## config.mk

```make
export PLATFORM = sky130hd
export DESIGN_NAME = expression_token_scanner_top
export DESIGN_NICKNAME = d
export VERILOG_FILES = /design/src/sv/etscan_pkg.sv /design/src/sv/expression_token_scanner_top.sv /design/src/sv/etscan_core.sv /design/src/sv/etscan_fifo.sv
export SDC_FILE = /design/constraint.sdc
export NUM_CORES = 1
export LEC_CHECK = 0
export BUFFER_PORTS_ARGS = -buffer_cell sky130_fd_sc_hd__buf_2
export CAP_MARGIN = 20
export CORE_MARGIN = 2
export CORE_UTILIZATION = 33
export CTS_CLUSTER_DIAMETER = 100
export DETAILED_ROUTE_END_ITERATION = 8
export SYNTH_ARGS = -nofsm -noshare
export SYNTH_HDL_FRONTEND = slang
export SYNTH_SLANG_ARGS = --single-unit
export TNS_END_PERCENT = 5
```

## constraint.sdc

```tcl
create_clock -name clk -period 13.7 [get_ports clk]
set_clock_uncertainty 0.05 [all_clocks]
set_input_delay 0.685 -clock clk [delete_from_list [all_inputs] [get_ports clk]]
set_output_delay 0.685 -clock clk [all_outputs]
set_load 0.03 [all_outputs]
```

## src/sv/etscan_pkg.sv

```systemverilog
// Shared types, constants and character-class functions for the expression token scanner.
package etscan_pkg;

  localparam int MaxStrLen  = 4096;
  localparam int PosW       = $clog2(MaxStrLen);
  localparam int LenW       = $clog2(MaxStrLen + 1);
  localparam int CharW      = 8;
  localparam int ValW       = 31;
  localparam int ProdW      = ValW + 4;
  localparam int KwLen      = 5;
  localparam int KwPosW     = 3;
  localparam int FifoDepth  = 4;
  localparam int FifoPtrW   = $clog2(FifoDepth);
  localparam int FifoCntW   = $clog2(FifoDepth + 1);

  localparam logic [ValW-1:0]  ValMax    = {ValW{1'b1}};
  localparam logic [CharW-1:0] CharSpace = 8'h20;
  localparam logic [CharW-1:0] CharNul   = 8'h00;

  typedef enum logic [3:0] {
    KIND_END    = 4'd0,
    KIND_NUM    = 4'd1,
    KIND_ID     = 4'd2,
    KIND_PRINT  = 4'd3,
    KIND_PLUS   = 4'd4,
    KIND_MINUS  = 4'd5,
    KIND_MUL    = 4'd6,
    KIND_DIV    = 4'd7,
    KIND_LPAREN = 4'd8,
    KIND_RPAREN = 4'd9,
    KIND_SEMI   = 4'd10,
    KIND_ASSIGN = 4'd11,
    KIND_ERROR  = 4'd12
  } kind_t;

  typedef struct packed {
    kind_t            kind;
    logic [PosW-1:0]  start;
    logic [LenW-1:0]  len;
    logic [ValW-1:0]  value;
    logic             overflow;
    logic [CharW-1:0] err_char;
    logic             last;
  } token_t;

  // Up to two tokens produced by one character, in output order.
  typedef struct packed {
    logic [1:0] count;
    token_t     first;
    token_t     second;
  } push_t;

  function automatic logic is_digit(input logic [CharW-1:0] c);
    return (c >= 8'h30) && (c <= 8'h39);
  endfunction

  function automatic logic is_letter(input logic [CharW-1:0] c);
    return ((c >= 8'h41) && (c <= 8'h5A)) || ((c >= 8'h61) && (c <= 8'h7A));
  endfunction

  function automatic logic is_symbol(input logic [CharW-1:0] c);
    return (c == 8'h2B) || (c == 8'h2D) || (c == 8'h2A) || (c == 8'h2F) ||
           (c == 8'h28) || (c == 8'h29) || (c == 8'h3B) || (c == 8'h3D);
  endfunction

  function automatic kind_t symbol_kind(input logic [CharW-1:0] c);
    kind_t k;
    case (c)
      8'h2B: k = KIND_PLUS;
      8'h2D: k = KIND_MINUS;
      8'h2A: k = KIND_MUL;
      8'h2F: k = KIND_DIV;
      8'h28: k = KIND_LPAREN;
      8'h29: k = KIND_RPAREN;
      8'h3B: k = KIND_SEMI;
      8'h3D: k = KIND_ASSIGN;
      default: k = KIND_ERROR;
    endcase
    return k;
  endfunction

  // Letters of the keyword "print".
  function automatic logic [CharW-1:0] keyword_char(input logic [KwPosW-1:0] idx);
    logic [CharW-1:0] ch;
    case (idx)
      3'd0: ch = 8'h70;
      3'd1: ch = 8'h72;
      3'd2: ch = 8'h69;
      3'd3: ch = 8'h6E;
      3'd4: ch = 8'h74;
      default: ch = 8'h00;
    endcase
    return ch;
  endfunction

endpackage

```

## src/sv/expression_token_scanner_top.sv

```systemverilog
// Flow: a character is held in the input register, and its tokens are then written
// into the result queue, which offers them; the write waits for queue room.
// Throughput: one character per cycle; tokens leave at one per cycle, so characters
// that close a pending token and produce another push two tokens each, and input
// stalls while the four-entry result queue has fewer than two free entries.
// Reset (synchronous, active high) returns the scanner to idle at position zero
// and empties the result queue.
module expression_token_scanner_top (
  input  logic                         clk,
  input  logic                         rst,
  input  logic                         char_valid,
  output logic                         char_ready,
  input  logic [etscan_pkg::CharW-1:0] char_code,
  output logic                         token_valid,
  input  logic                         token_ready,
  output logic [3:0]                   token_kind,
  output logic [etscan_pkg::PosW-1:0]  start_pos,
  output logic [etscan_pkg::LenW-1:0]  token_length,
  output logic [etscan_pkg::ValW-1:0]  number_value,
  output logic                         value_overflow,
  output logic [etscan_pkg::CharW-1:0] error_char,
  output logic                         last_of_run
);
  import etscan_pkg::*;

  push_t  push;
  logic   room;
  token_t head;

  etscan_core u_core (
    .clk        (clk),
    .rst        (rst),
    .char_valid (char_valid),
    .char_ready (char_ready),
    .char_code  (char_code),
    .room       (room),
    .push       (push)
  );

  etscan_fifo u_fifo (
    .clk        (clk),
    .rst        (rst),
    .push       (push),
    .room       (room),
    .head       (head),
    .head_valid (token_valid),
    .head_ready (token_ready)
  );

  assign token_kind     = head.kind;
  assign start_pos      = head.start;
  assign token_length   = head.len;
  assign number_value   = head.value;
  assign value_overflow = head.overflow;
  assign error_char     = head.err_char;
  assign last_of_run    = head.last;

endmodule

```

## src/sv/etscan_core.sv

```systemverilog
// Input register and scanner state: classifies one character and forms up to two tokens.
module etscan_core (
  input  logic                         clk,
  input  logic                         rst,
  input  logic                         char_valid,
  output logic                         char_ready,
  input  logic [etscan_pkg::CharW-1:0] char_code,
  input  logic                         room,
  output etscan_pkg::push_t            push
);
  import etscan_pkg::*;

  typedef enum logic [1:0] {
    MODE_IDLE,
    MODE_NUM,
    MODE_NAME
  } mode_t;

  logic              char_full;
  logic [CharW-1:0]  char_q;
  mode_t             mode,        mode_next;
  logic [PosW-1:0]   token_start, token_start_next;
  logic [PosW-1:0]   position,    position_next;
  logic [LenW-1:0]   run_length,  run_length_next;
  logic [ValW-1:0]   acc,         acc_next;
  logic              ovf,         ovf_next;
  logic [KwPosW-1:0] kw_prog,     kw_prog_next;
  logic              kw_match,    kw_match_next;

  logic              advance;
  logic              dig, let_c;
  logic              cont;
  logic              close_en, new_en;
  token_t            close_tok, new_tok;
  logic [ProdW-1:0]  prod;
  logic [PosW-1:0]   pos_inc;
  logic [LenW-1:0]   len_grow;

  assign advance    = char_full && room;
  assign char_ready = !char_full || advance;

  assign dig      = is_digit(char_q);
  assign let_c    = is_letter(char_q);
  assign prod     = ({{(ProdW-ValW){1'b0}}, acc} << 3) + ({{(ProdW-ValW){1'b0}}, acc} << 1)
                    + {{(ProdW-4){1'b0}}, char_q[3:0]};
  assign pos_inc  = (position == PosW'(MaxStrLen - 1)) ? '0 : position + 1'b1;
  assign len_grow = (run_length < LenW'(MaxStrLen)) ? run_length + 1'b1 : run_length;

  always_comb begin
    mode_next        = mode;
    token_start_next = token_start;
    position_next    = position;
    run_length_next  = run_length;
    acc_next         = acc;
    ovf_next         = ovf;
    kw_prog_next     = kw_prog;
    kw_match_next    = kw_match;
    cont             = 1'b1;
    close_en         = 1'b0;
    new_en           = 1'b0;
    close_tok        = '0;
    new_tok          = '0;
    push             = '0;

    if (advance) begin
      case (mode)
        MODE_NUM: begin
          if (dig) begin
            if (ovf || (|prod[ProdW-1:ValW])) begin
              acc_next = ValMax;
              ovf_next = 1'b1;
            end else begin
              acc_next = prod[ValW-1:0];
            end
            run_length_next = len_grow;
            position_next   = pos_inc;
            cont            = 1'b0;
          end else begin
            close_en           = 1'b1;
            close_tok.kind     = KIND_NUM;
            close_tok.start    = token_start;
            close_tok.len      = run_length;
            close_tok.value    = acc;
            close_tok.overflow = ovf;
            mode_next          = MODE_IDLE;
          end
        end
        MODE_NAME: begin
          if (dig || let_c) begin
            if (kw_match && (kw_prog < KwPosW'(KwLen)) && (char_q == keyword_char(kw_prog))) begin
              kw_prog_next = kw_prog + 1'b1;
            end else begin
              kw_match_next = 1'b0;
            end
            run_length_next = len_grow;
            position_next   = pos_inc;
            cont            = 1'b0;
          end else begin
            close_en        = 1'b1;
            close_tok.kind  = (kw_match && (kw_prog == KwPosW'(KwLen))) ? KIND_PRINT : KIND_ID;
            close_tok.start = token_start;
            close_tok.len   = run_length;
            mode_next       = MODE_IDLE;
          end
        end
        default: begin
          mode_next = MODE_IDLE;
        end
      endcase

      if (cont) begin
        if (char_q == CharNul) begin
          // End of string: report it and return every counter to the start.
          new_en           = 1'b1;
          new_tok.kind     = KIND_END;
          new_tok.start    = position;
          position_next    = '0;
          token_start_next = '0;
          run_length_next  = '0;
          acc_next         = '0;
          ovf_next         = 1'b0;
          kw_prog_next     = '0;
          kw_match_next    = 1'b0;
        end else begin
          if (char_q == CharSpace) begin
            // Spaces only separate tokens.
          end else if (dig) begin
            mode_next        = MODE_NUM;
            token_start_next = position;
            run_length_next  = LenW'(1);
            acc_next         = {{(ValW-4){1'b0}}, char_q[3:0]};
            ovf_next         = 1'b0;
          end else if (let_c) begin
            mode_next        = MODE_NAME;
            token_start_next = position;
            run_length_next  = LenW'(1);
            kw_match_next    = (char_q == keyword_char('0));
            kw_prog_next     = {{(KwPosW-1){1'b0}}, (char_q == keyword_char('0))};
          end else begin
            token_start_next = position;
            new_en           = 1'b1;
            new_tok.kind     = symbol_kind(char_q);
            new_tok.start    = position;
            new_tok.len      = LenW'(1);
            new_tok.err_char = is_symbol(char_q) ? '0 : char_q;
          end
          position_next = pos_inc;
        end
      end

      if (close_en) begin
        push.first  = close_tok;
        push.second = new_tok;
        push.count  = new_en ? 2'd2 : 2'd1;
      end else begin
        push.first  = new_tok;
        push.count  = new_en ? 2'd1 : 2'd0;
      end
      if (push.count == 2'd2) begin
        push.second.last = 1'b1;
      end else if (push.count == 2'd1) begin
        push.first.last = 1'b1;
      end
    end
  end

  always_ff @(posedge clk) begin
    if (rst) begin
      char_full   <= 1'b0;
      mode        <= MODE_IDLE;
      token_start <= '0;
      position    <= '0;
      run_length  <= '0;
      acc         <= '0;
      ovf         <= 1'b0;
      kw_prog     <= '0;
      kw_match    <= 1'b0;
    end else begin
      if (char_valid && char_ready) begin
        char_full <= 1'b1;
      end else if (advance) begin
        char_full <= 1'b0;
      end
      mode        <= mode_next;
      token_start <= token_start_next;
      position    <= position_next;
      run_length  <= run_length_next;
      acc         <= acc_next;
      ovf         <= ovf_next;
      kw_prog     <= kw_prog_next;
      kw_match    <= kw_match_next;
    end
  end

  always_ff @(posedge clk) begin
    if (char_valid && char_ready) begin
      char_q <= char_code;
    end
  end

`ifndef SYNTH
  a_push_needs_room: assert property (@(posedge clk) disable iff (rst)
    (push.count != 2'd0) |-> (room && char_full))
    else $error("token pushed without queue room");

  a_end_clears_position: assert property (@(posedge clk) disable iff (rst)
    (advance && (char_q == CharNul)) |=> ((position == '0) && (mode == MODE_IDLE)))
    else $error("end of string did not reset the scanner");

  a_last_marks_final: assert property (@(posedge clk) disable iff (rst)
    (push.count == 2'd2) |-> (!push.first.last && push.second.last))
    else $error("wrong final-token mark on a two-token transaction");

  a_num_has_no_closer_twice: assert property (@(posedge clk) disable iff (rst)
    (push.count == 2'd2) |-> ((push.first.kind == KIND_NUM) || (push.first.kind == KIND_ID)
                              || (push.first.kind == KIND_PRINT)))
    else $error("two tokens without a pending token being closed");
`endif

endmodule

```

## src/sv/etscan_fifo.sv

```systemverilog
// Result queue: takes up to two tokens per cycle and hands out one per transaction.
module etscan_fifo (
  input  logic                clk,
  input  logic                rst,
  input  etscan_pkg::push_t   push,
  output logic                room,
  output etscan_pkg::token_t  head,
  output logic                head_valid,
  input  logic                head_ready
);
  import etscan_pkg::*;

  token_t              mem [FifoDepth];
  logic [FifoPtrW-1:0] wr_ptr;
  logic [FifoPtrW-1:0] rd_ptr;
  logic [FifoCntW-1:0] count;
  logic                pop;

  assign head_valid = (count != '0);
  assign head       = mem[rd_ptr];
  assign pop        = head_valid && head_ready;
  assign room       = (count <= FifoCntW'(FifoDepth - 2));

  always_ff @(posedge clk) begin
    if (rst) begin
      wr_ptr <= '0;
      rd_ptr <= '0;
      count  <= '0;
    end else begin
      wr_ptr <= wr_ptr + FifoPtrW'(push.count);
      if (pop) begin
        rd_ptr <= rd_ptr + 1'b1;
      end
      count <= count + FifoCntW'(push.count) - FifoCntW'(pop);
    end
  end

  always_ff @(posedge clk) begin
    if (push.count != 2'd0) begin
      mem[wr_ptr] <= push.first;
    end
    if (push.count == 2'd2) begin
      mem[wr_ptr + 1'b1] <= push.second;
    end
  end

endmodule

```

==> results of run 1 <==
final cells by class:
class / instances / area [um2]
fillers: 5511 / 35000
multi-input cells: 1189 / 9390
flip-flops and latches: 373 / 8600
clock buffers: 59 / 1240
well taps: 756 / 946
repair buffers: 120 / 732
clock inverters: 16 / 176
inverters: 23 / 86.3
state kept, by name (all words and copies together) (netlist names), named ones only:
signal and flops:
u_core.kw_match 1, u_fifo.wr_ptr 2, u_fifo.count 3, u_core.token_start 12, u_core.position 12, u_core.run_length 13, u_fifo.rd_ptr 2, u_core.mode 2
u_fifo.mem 280, u_core.char_q 8, u_core.acc 31, u_core.ovf 1, u_core.char_full 1, u_core.kw_prog 3
cell families after synthesis:
group	Yosys count	synth area share, %
mux	73	8.64
compound gates	561	22.7
simple gates	436	11.4
fa+ha+maj	79	5.41
buf+inv	175	3.89
flops	373	46.1
xor+xnor	40	1.88
final timing paths:
| check | startpoint | endpoint | slack, ps | depth (start not counted) |
|---|---|---|---|---|
| worst min register to register | u_fifo.mem[1][47]$_SDFFE_PP0N_ | u_fifo.mem[1][47]$_SDFFE_PP0N_ | 410 | 1 |
| worst min-delay path | char_code[3] | u_core.char_q[3]$_DFFE_PP_ | 320 | 1 |
| worst max-delay path | u_core.char_q[7]$_DFFE_PP_ | u_fifo.mem[0][69]$_DFFE_PP_ | 8530 | 14 |
| worst max register to register | u_core.char_q[7]$_DFFE_PP_ | u_fifo.mem[0][69]$_DFFE_PP_ | 8530 | 14 |
metal layers:
| metal | global-route usage, % | share of wire [%] |
|---|---|---|
| met1 | 22.9 | 44 |
| met2 | 29.8 | 48 |
| met3 | 2.80 | 5.8 |
| met4 | 5.21 | 2.2 |
| met5 | 0 | 0 |
Yosys cell counts (all sizes together), types with 14 or more instances:
master  instances
dfxtp         261
a22o          177
nor2          153
a21oi         113
edfxtp        112
clkbuf        106
nand2          99
ha             75
o21ai          71
mux4           70
a32o           49
buf            46
nand3          38
nor3           25
inv            23
xnor2          23
o221ai         21
a31oi          18
and2           17
and3           17
o22ai          17
xor2           17
a21o           16
nor2b          16
a22oi          14
stage by stage:
stage                     utilization (%)  worst slack (ps)
after floorplan                         -              9370
after global placement               35.0              8750
after detailed placement             35.1              8580
after CTS                            37.6              8520
after global routing                 37.7              8150
final                                37.7              8530
cells in the final DEF (no fill, tap or decap), drive strengths merged, types with 18 or more instances in the layout:
cell type and count:
clkbuf 59, a22o 177, nor3 25, xnor2 23, a31oi 18, inv 26, buf 120, a32o 49
a21oi 113, ha 75, nand2 99, nor2 153, nand3 38, edfxtp 112, o221ai 21, mux4 70
dfxtp 261, o21ai 71
report_power, final:
part | internal, mW | switching, mW
sequential | 1.16 | 0.0440
clock | 0.687 | 0.453
combinational | 0.136 | 0.242
total | 1.98 | 0.739
==> flow_metrics.env, run 1 <==
export IMPL_status="complete, no violations"
export IMPL_gr_total_overflow=0
export IMPL_port_buffers=83
export IMPL_p_per_area_nw_per_um2=129
export IMPL_grt_pass1_wl_um=82200
export IMPL_avgSynthCellArea_um2=10.7
export IMPL_grt_usage_pct=17.5
export IMPL_start_util_pct=33.2
export IMPL_synthFlopType="dfxtp_1"
export IMPL_cellLeakagePower_nw=7.85
export IMPL_hold_buffers=0
export IMPL_worstSetupStartpointType="flop"
export IMPL_grt_setup_unrepaired="false"
export IMPL_synth_edf_count=112
export IMPL_finalCriticalPeriod_ps=5170
export IMPL_grt_pass1_vias=14200
export IMPL_gp_congestion=0.854
export IMPL_cts_tree="done"
export IMPL_max_stage_delay_ps=880
export IMPL_critPathArrivalTime_ps=5320
export IMPL_clockRootBuffer="clkbuf_16"
export IMPL_crit_buf_inv=4
export IMPL_nets=1838
export IMPL_numCtsBuffers=41
export IMPL_core_um2=56200
export IMPL_fmax_ghz=0.193
export IMPL_drcViolationCount=0
export IMPL_synth_largest_area_cell="dfxtp_1"
export IMPL_ios=84
export IMPL_worst_setup_path_end_kind="flop"
export IMPL_synth_area_um2=18600
export IMPL_setup_viol=0
export IMPL_num_rows=87
export IMPL_period_share_pct=37.8
export IMPL_hpwl_um=34600
export IMPL_avgRoutedWirePerCell_um=20.8
export IMPL_n_antenna_cell=0
export IMPL_dp_cells=2458
export IMPL_yosys_top_cells_area="dfxtp_1, edfxtp_1, mux4_2"
export IMPL_critPathTopFamily="simple AND/OR/NAND/NOR gates"
export IMPL_ir_worst_vdd_v=0.0000874
export IMPL_tightest_slew_ps=1100
export IMPL_die_w_um=242
export IMPL_grt_start_max_net_pins=56
export IMPL_drv_slew=0
export IMPL_area_delta_synth_final_pct=13.5
export IMPL_ys_seq_area_share_pct=46.1
export IMPL_synthDistinctLibCells=85
export IMPL_worstPathRequired_ps=13850
export IMPL_antenna_found_initial=2
export IMPL_clock_latency_ps=560
export IMPL_slowest_stage="nor3_2"
export IMPL_dpl_instance_area_um2=19700
export IMPL_hold_viol_final=0
export IMPL_drt_iter0_drc=1190
export IMPL_first_pass_iters=6
export IMPL_path_class="reg -> reg"
export IMPL_cts_resized=0
export IMPL_max_slew_margin_pct=26.1
export IMPL_hold_class="in -> reg"
export IMPL_cts_buffer_depth=3
export IMPL_via_per_inst=5.77
export IMPL_finalPower_mw=2.72
export IMPL_dieHeight_um=242
export IMPL_design_area_um2=21200
export IMPL_fin_hold_ws_ps=318
export IMPL_dieArea_um2=58400
export IMPL_clock_sinks=373
export IMPL_layout_drive_gt1_share_pct=17.0
export IMPL_crit_path_max_fanout=45
export IMPL_cp_cell_sequence="nor3b_4 > nand3_1 > buf_4 > and2_1 > a311o_1 > nand2_1 > nor2_1 > ha_1 > o21ai_1 > nor3_2 > nor2_4 > buf_4 > inv_1 > buf_4"
export IMPL_postCtsSetupBuffers=0
export IMPL_synth_seq_cells=373
export IMPL_drv_cap=0
export IMPL_crit_top_cell="buf_4"
export IMPL_synth_top_area_share_pct=28.0
export IMPL_vias=14600
export IMPL_cts_clk_slew_worst_paths_ps=60
export IMPL_finalSetupTns_ps=0
export IMPL_antenna_left=0
export IMPL_synthArstFlopShare_pct=0
export IMPL_synth_nets=1827
export IMPL_synthCells=1737
export IMPL_routed_wl_um=52800
export IMPL_htreeDepth=2
export IMPL_instances_no_fill=2536
export IMPL_yosysWarnings=0
Power figures use the tool's default switching activity.
==> run 2, diff against run 1 <==
Clock period 13.7 ns to 4.4 ns, I/O delays scaled along.
==> run 2 against run 1 <==
Net effect: sequential power rose to 3.1 times the previous value; sequential share of layout area is 0.66 points lower; critical endpoint is now u_fifo.mem[2][2]$_DFFE_PP_; first-iteration DRC count fell by 12%; via count up 1.0%; non-clock buffer count up 37; final cell count rose by 1.7%; clock-buffer cell count shrank 2; clock power increased to 3.2 times the previous value; fmax rose by 25%; sequential cell count did not move; setup slack lost 8300 ps.
==> flow_metrics.env, run 2 (same netlist as run 1, synthesis figures left out) <==
export IMPL_rr_startpoint="u_core.char_q[3]$_DFFE_PP_"
export IMPL_drv_cap=0
export IMPL_r2r_end="u_fifo.mem[2][2]$_DFFE_PP_"
export IMPL_max_stage_delay_ps=590
export IMPL_crit_path_max_fanout=15
export IMPL_gp_congestion=0.902
export IMPL_worstSetupStartpointType="flop"
export IMPL_nets=1877
export IMPL_via_per_inst=5.73
export IMPL_hp_start="rst"
export IMPL_cp_cell_sequence="nor3_2 > and2_1 > or3_1 > buf_4 > a21oi_1 > nor3_1 > ha_1 > o21ai_1 > nor2_1 > buf_4 > a22oi_2 > nor2_1"
export IMPL_worst_setup_path_end_kind="flop"
export IMPL_tightest_slew_ps=1000
export IMPL_status="complete, no violations"
export IMPL_routed_wl_um=53700
export IMPL_whs_path_depth=2
export IMPL_ir_worst_vdd_v=0.000234
export IMPL_grt_pass1_vias=14800
export IMPL_slowest_stage="edfxtp_1"
export IMPL_final_cell_mix="dfxtp_1, a22o_1, nor2_1"
export IMPL_antenna_found_initial=0
export IMPL_ios=84
export IMPL_critPathArrivalTime_ps=4350
export IMPL_hold_class="in -> reg"
export IMPL_path_class="reg -> reg"
export IMPL_num_rows=87
export IMPL_hold_viol_final=0
export IMPL_dieArea_um2=58400
export IMPL_area_delta_synth_final_pct=15.4
export IMPL_grt_pass1_wl_um=85100
export IMPL_fmax_ghz=0.242
export IMPL_fillers=5513
export IMPL_grt_start_max_net_pins=48
export IMPL_cts_tree="done"
export IMPL_max_slew_margin_pct=33.0
export IMPL_reg_largest_list="u_fifo.mem x280, u_core.acc x31, u_core.run_length x13"
export IMPL_port_buffers=83
export IMPL_layout_commonest_cell="dfxtp_1"
export IMPL_dieHeight_um=242
export IMPL_drt_iter0_drc=1045
export IMPL_crit_buf_inv=2
export IMPL_gr_total_overflow=0
export IMPL_finalCriticalPeriod_ps=4130
export IMPL_critPathTopFamily="compound AO/OA/AOI/OAI gates"
export IMPL_worstPathRequired_ps=4620
export IMPL_p_per_area_nw_per_um2=402
export IMPL_postCtsSetupBuffers=0
export IMPL_first_pass_iters=5
export IMPL_grt_usage_pct=18.1
export IMPL_n_antenna_cell=0
export IMPL_finalSetupTns_ps=0
export IMPL_drcViolationCount=0
export IMPL_numCtsBuffers=43
export IMPL_start_util_pct=33.2
export IMPL_core_um2=56200
export IMPL_layout_drive_gt1_share_pct=18.6
export IMPL_finalPower_mw=8.66
export IMPL_clock_latency_ps=580
export IMPL_hpwl_um=35100
export IMPL_avgRoutedWirePerCell_um=20.8
export IMPL_drv_slew=0
export IMPL_htreeDepth=2
export IMPL_rrSetupSlack_ps=270
export IMPL_grt_setup_unrepaired="false"
export IMPL_antenna_left=0
export IMPL_vias=14800
export IMPL_period_share_pct=93.8
export IMPL_clockRootBuffer="clkbuf_16"
export IMPL_cts_buffer_depth=3
export IMPL_hold_path_end="u_core.mode[0]$_SDFFE_PP0P_"
export IMPL_cellLeakagePower_nw=8.04
export IMPL_clock_sinks=373
export IMPL_largest_reg_flops=280
export IMPL_setup_viol=0
export IMPL_die_w_um=242
export IMPL_cts_clk_slew_worst_paths_ps=60
export IMPL_rr_worst_depth=12
export IMPL_largest_register="u_fifo.mem"
export IMPL_utilization_pct=38.3
run 2: changes by cell type in the layout (fill, tap and decap cells not counted), sizes merged:
cell	before	now
inv	26	30
clkbuf	59	57
clkinvlp	1	4
buf	120	148
dlygate4sd3	0	9
run 2: per-layer routing:
metal  routed length (um)  GRT usage [%]  vias to the layer above
li1                     -              -                     6816
met3                 2860           2.64                       98
met4                 1560           6.46                        0
met5                    0              0                        -
met2                25800           30.5                      477
met1                23500           23.5                     7389
run 2: area by class of cell:
| class | instances | area, um2 | share of cell area (%) |
|---|---|---|---|
| clock buffer | 57 | 1230 | 5.72 |
| clock inverter | 23 | 243 | 1.13 |
| inverter | 23 | 86.3 | 0.401 |
| multi-input combinational | 1189 | 9390 | 43.6 |
| sequential | 373 | 8600 | 40.0 |
| tap | 756 | 946 | 4.40 |
| timing repair buffer | 157 | 1020 | 4.75 |
run 2: worst max-delay path by stage:
stage / slack [ps] / start / endpoint / depth (start not counted)
floorplan: 70 / u_core.char_q[6]$_DFFE_PP_ / u_fifo.mem[0][0]$_DFFE_PP_ / 15
global placement: 340 / u_core.char_q[7]$_DFFE_PP_ / u_fifo.mem[2][59]$_DFFE_PP_ / 10
detailed placement: 240 / u_core.char_q[7]$_DFFE_PP_ / u_fifo.mem[0][65]$_DFFE_PP_ / 11
CTS: 220 / u_core.char_q[3]$_DFFE_PP_ / u_fifo.mem[2][54]$_DFFE_PP_ / 11
global route: 10 / u_core.char_q[7]$_DFFE_PP_ / u_fifo.mem[2][5]$_DFFE_PP_ / 12
finish: 270 / u_core.char_q[3]$_DFFE_PP_ / u_fifo.mem[2][2]$_DFFE_PP_ / 12
run 2: worst reg2reg max path, stage by stage, from the launching register on:
cell and delay (ps):
edfxtp_1 590, nor3_2 120, and2_1 200, or3_1 370
buf_4 190, a21oi_1 280, nor3_1 110, ha_1 420
o21ai_1 490, nor2_1 100, buf_4 230, a22oi_2 570
nor2_1 120
run 2: power breakdown:
part	switching [mW]	internal, mW
combinational	0.742	0.448
sequential	0.158	3.61
clock	1.53	2.17
run 2: what timing repair did:
action,4_1_cts,5_1_grt
endpoints found under the setup margin,0,36
hold buffers,9,0
hold endpoints to repair,9,0
gates resized for setup,0,3
run 2: per-stage QoR:
stage / cells / cell area [um2] / hold slack, ps / worst slack, ps
floorplan: 1737 / 18600 / 269 / 74.4
global placement: 2485 / 19900 / 383 / 344
detailed placement: 2485 / 19900 / 378 / 235
CTS: 2574 / 21400 / 62.3 / 216
global route: 2578 / 21500 / 121 / 13.0
finish: 2578 / 21500 / 94.5 / 271
==> run 3, diff against run 2 <==
Settings changed: ABC_AREA from default to 1.
==> run 3 against run 2 <==
Net effect: utilization decreased by 0.95 points; setup slack improved by 130 ps; via count increased by 33%; highest routed layer is now met5; final cell count increased by 48%; combinational power increased by 100%; sequential cell count unchanged; fmax increased by 3.2%; hold slack improved by 53 ps; sequential power decreased by 1%.
==> flow_metrics.env, run 3 <==
export IMPL_rrSetupSlack_ps=400
export IMPL_cellLeakagePower_nw=10.1
export IMPL_critPathArrivalTime_ps=4150
export IMPL_setup_viol=0
export IMPL_synth_nets=3028
export IMPL_period_share_pct=90.9
export IMPL_synth_seq_cells=373
export IMPL_cts_clk_slew_worst_paths_ps=60
export IMPL_yosys_top_cells_area="dfxtp_1, edfxtp_1, nand2_1"
export IMPL_fin_hold_ws_ps=148
export IMPL_synthDistinctLibCells=44
export IMPL_instances_no_fill=3823
export IMPL_clkPwrFrac_pct=34.5
export IMPL_comb_power_share_pct=25.6
export IMPL_dieHeight_um=257
export IMPL_clockRootBuffer="clkbuf_16"
export IMPL_rr_worst_depth=25
export IMPL_busiest_layer="met2"
export IMPL_drcViolationCount=0
export IMPL_pre_cts_slack_ps=441
export IMPL_avgRoutedWirePerCell_um=17.2
export IMPL_postCtsSetupBuffers=0
export IMPL_area_delta_synth_final_pct=11.9
export IMPL_p_sw_mw=3.32
export IMPL_worst_slack_ps=401
export IMPL_grt_start_max_net_pins=90
export IMPL_grtUsageMet2_pct=31.5
export IMPL_core_um2=63100
export IMPL_grt_usage_pct=19.4
export IMPL_worst_setup_path_end_kind="flop"
export IMPL_rr_startpoint="u_core.char_q[7]$_DFFE_PP_"
export IMPL_worstSetupStartpointType="flop"
export IMPL_via_per_inst=5.15
export IMPL_clock_latency_ps=540
export IMPL_die_w_um=257
export IMPL_synth_commonest_cells="nand2_1, nand3_1, o21ai_0, dfxtp_1, nor2_1"
export IMPL_finalSetupTns_ps=0
export IMPL_synth_largest_area_cell="dfxtp_1"
export IMPL_crit_path_max_fanout=26
export IMPL_whs_path_depth=4
export IMPL_first_pass_iters=7
export IMPL_dieArea_um2=65900
export IMPL_grt_pass1_vias=18300
export IMPL_hold_class="in -> reg"
export IMPL_num_rows=92
export IMPL_yosysWarnings=0
export IMPL_finalCriticalPeriod_ps=4000
export IMPL_status="complete, no violations"
export IMPL_routed_wl_um=65900
export IMPL_avgSynthCellArea_um2=7.17
export IMPL_power_internal_mw=5.99
export IMPL_drv_cap=0
export IMPL_swShare_pct=35.6
export IMPL_synthArstFlopShare_pct=0
export IMPL_synth_most_common_cell="nand2_1"
export IMPL_ir_worst_vdd_v=0.000193
export IMPL_numCtsBuffers=40
export IMPL_fillers=6688
export IMPL_grtUsageMet1_pct=26.8
export IMPL_p_per_area_nw_per_um2=395
export IMPL_drv_slew=0
export IMPL_htreeDepth=2
export IMPL_antenna_left=0
export IMPL_path_class="reg -> reg"
export IMPL_worstPathRequired_ps=4550
export IMPL_grt_setup_unrepaired="false"
export IMPL_dpl_instance_area_um2=22200
export IMPL_cts_resized=0
export IMPL_gp_congestion=0.897
export IMPL_utilization_pct=37.4
export IMPL_layout_commonest_cell="nand2_1"
export IMPL_synth_edf_count=112
export IMPL_start_util_pct=33.4
export IMPL_design_area_um2=23600
export IMPL_cts_tree="done"
export IMPL_met3_usage_pct=3.18
export IMPL_grt_pass1_wl_um=104000
export IMPL_antenna_found_initial=3
export IMPL_hp_start="rst"
export IMPL_synthCells=2938
export IMPL_dp_cells=3739
export IMPL_hold_path_end="u_fifo.wr_ptr[1]$_SDFF_PP0_"
export IMPL_final_cell_mix="nand2_1, nand3_1, o21ai_0"
export IMPL_nets=3035
export IMPL_ios=84
export IMPL_tightest_slew_ps=941
export IMPL_largest_register="u_fifo.mem"
export IMPL_fmax_ghz=0.250
export IMPL_cts_buffer_depth=3
export IMPL_sequentialPowerShare_pct=39.9
export IMPL_synth_top_area_share_pct=24.8
export IMPL_r2r_end="u_fifo.mem[0][55]$_DFFE_PP_"
export IMPL_finalPower_mw=9.31
export IMPL_hold_buffers=10
export IMPL_reg_largest_list="u_fifo.mem x280, u_core.acc x31, u_core.run_length x13"
export IMPL_hpwl_um=43300
export IMPL_max_slew_margin_pct=37.3
export IMPL_synthFlopType="dfxtp_1"
export IMPL_largest_reg_flops=280
export IMPL_synth_area_um2=21100
export IMPL_port_buffers=83
export IMPL_ys_seq_area_share_pct=40.8
export IMPL_clock_sinks=373
export IMPL_layout_drive_gt1_share_pct=10.0
export IMPL_hold_viol_final=0
export IMPL_vias=19700
export IMPL_gr_total_overflow=0
export IMPL_drt_iter0_drc=1661
==> run 3: cell types whose count changed after synthesis, moves of 25 or more <==
cell / before / now
o21ai_0: 70 / 262
nor3_4: 0 / 25
mux4_2: 70 / 0
a32o_1: 49 / 0
a21oi_1: 110 / 178
nand2_1: 98 / 846
nor2_1: 153 / 240
nand3_1: 38 / 274
o22ai_1: 16 / 86
a22o_1: 176 / 0
inv_1: 23 / 198
==> run 3: critical path, cell delays in order (launching register included) <==
cell	delay, ps
edfxtp_1	400
inv_2	190
nand2_1	90
nor2_1	130
nand2_1	140
nor2_4	140
inv_2	50
nand2_2	110
inv_4	110
nand2_2	100
nand2_2	70
nor2_2	110
inv_2	50
nand2_2	90
inv_2	90
nand2_1	70
inv_1	50
ha_1	290
inv_1	40
nor2_1	260
nor2_1	70
buf_4	180
nor2_4	260
inv_2	80
nand2_1	70
buf_4	350
==> run 3: cells by family after synthesis <==
logic type	synth area share, %
fa+ha+maj	4.74
compound gates	13.9
buf+inv	7.42
xor+xnor	1.54
flops	40.8
simple gates	31.7
==> run 3: layout make-up <==
type | count | area (um2) | area share (%)
Antenna cell | 1 | 2.50 | 0.0106
Multi-Input combinational cell | 2169 | 11000 | 46.5
Timing Repair Buffer | 143 | 903 | 3.83
Tap cell | 846 | 1060 | 4.49
Inverter | 218 | 826 | 3.50
Clock inverter | 15 | 98.8 | 0.419
Clock buffer | 58 | 1130 | 4.78
Sequential cell | 373 | 8590 | 36.5
==> run 3: power groups by stage <==
stage	registers [mW]	clock network [mW]	logic, mW
final	3.72	3.21	2.39
after global routing	3.73	3.40	2.58
after CTS	3.72	3.28	2.40
after detailed placement	3.79	0	2.38
after global placement	3.79	0	2.38
after floorplan	3.73	0	1.62
==> run 3: metal layers <==
metal  vias up  part of all wire, %
met3       101                  6.8
met1      9195                   46
met2       631                   45
met5         -                0.046
met4         4                  2.0
li1       9770                    -
==> run 3: worst max path at each step <==
stage | from | endpoint | slack [ps]
5_1_grt | u_core.char_q[7]$_DFFE_PP_ | u_fifo.mem[0][55]$_DFFE_PP_ | 40
2_1_floorplan | u_core.char_q[6]$_DFFE_PP_ | u_fifo.mem[1][0]$_DFFE_PP_ | 370
4_1_cts | u_core.char_q[7]$_DFFE_PP_ | u_fifo.mem[0][55]$_DFFE_PP_ | 420
3_5_place_dp | u_core.char_q[7]$_DFFE_PP_ | u_fifo.mem[0][55]$_DFFE_PP_ | 440
6_report | u_core.char_q[7]$_DFFE_PP_ | u_fifo.mem[0][55]$_DFFE_PP_ | 400
3_3_place_gp | u_core.char_q[3]$_DFFE_PP_ | u_fifo.mem[0][55]$_DFFE_PP_ | 580
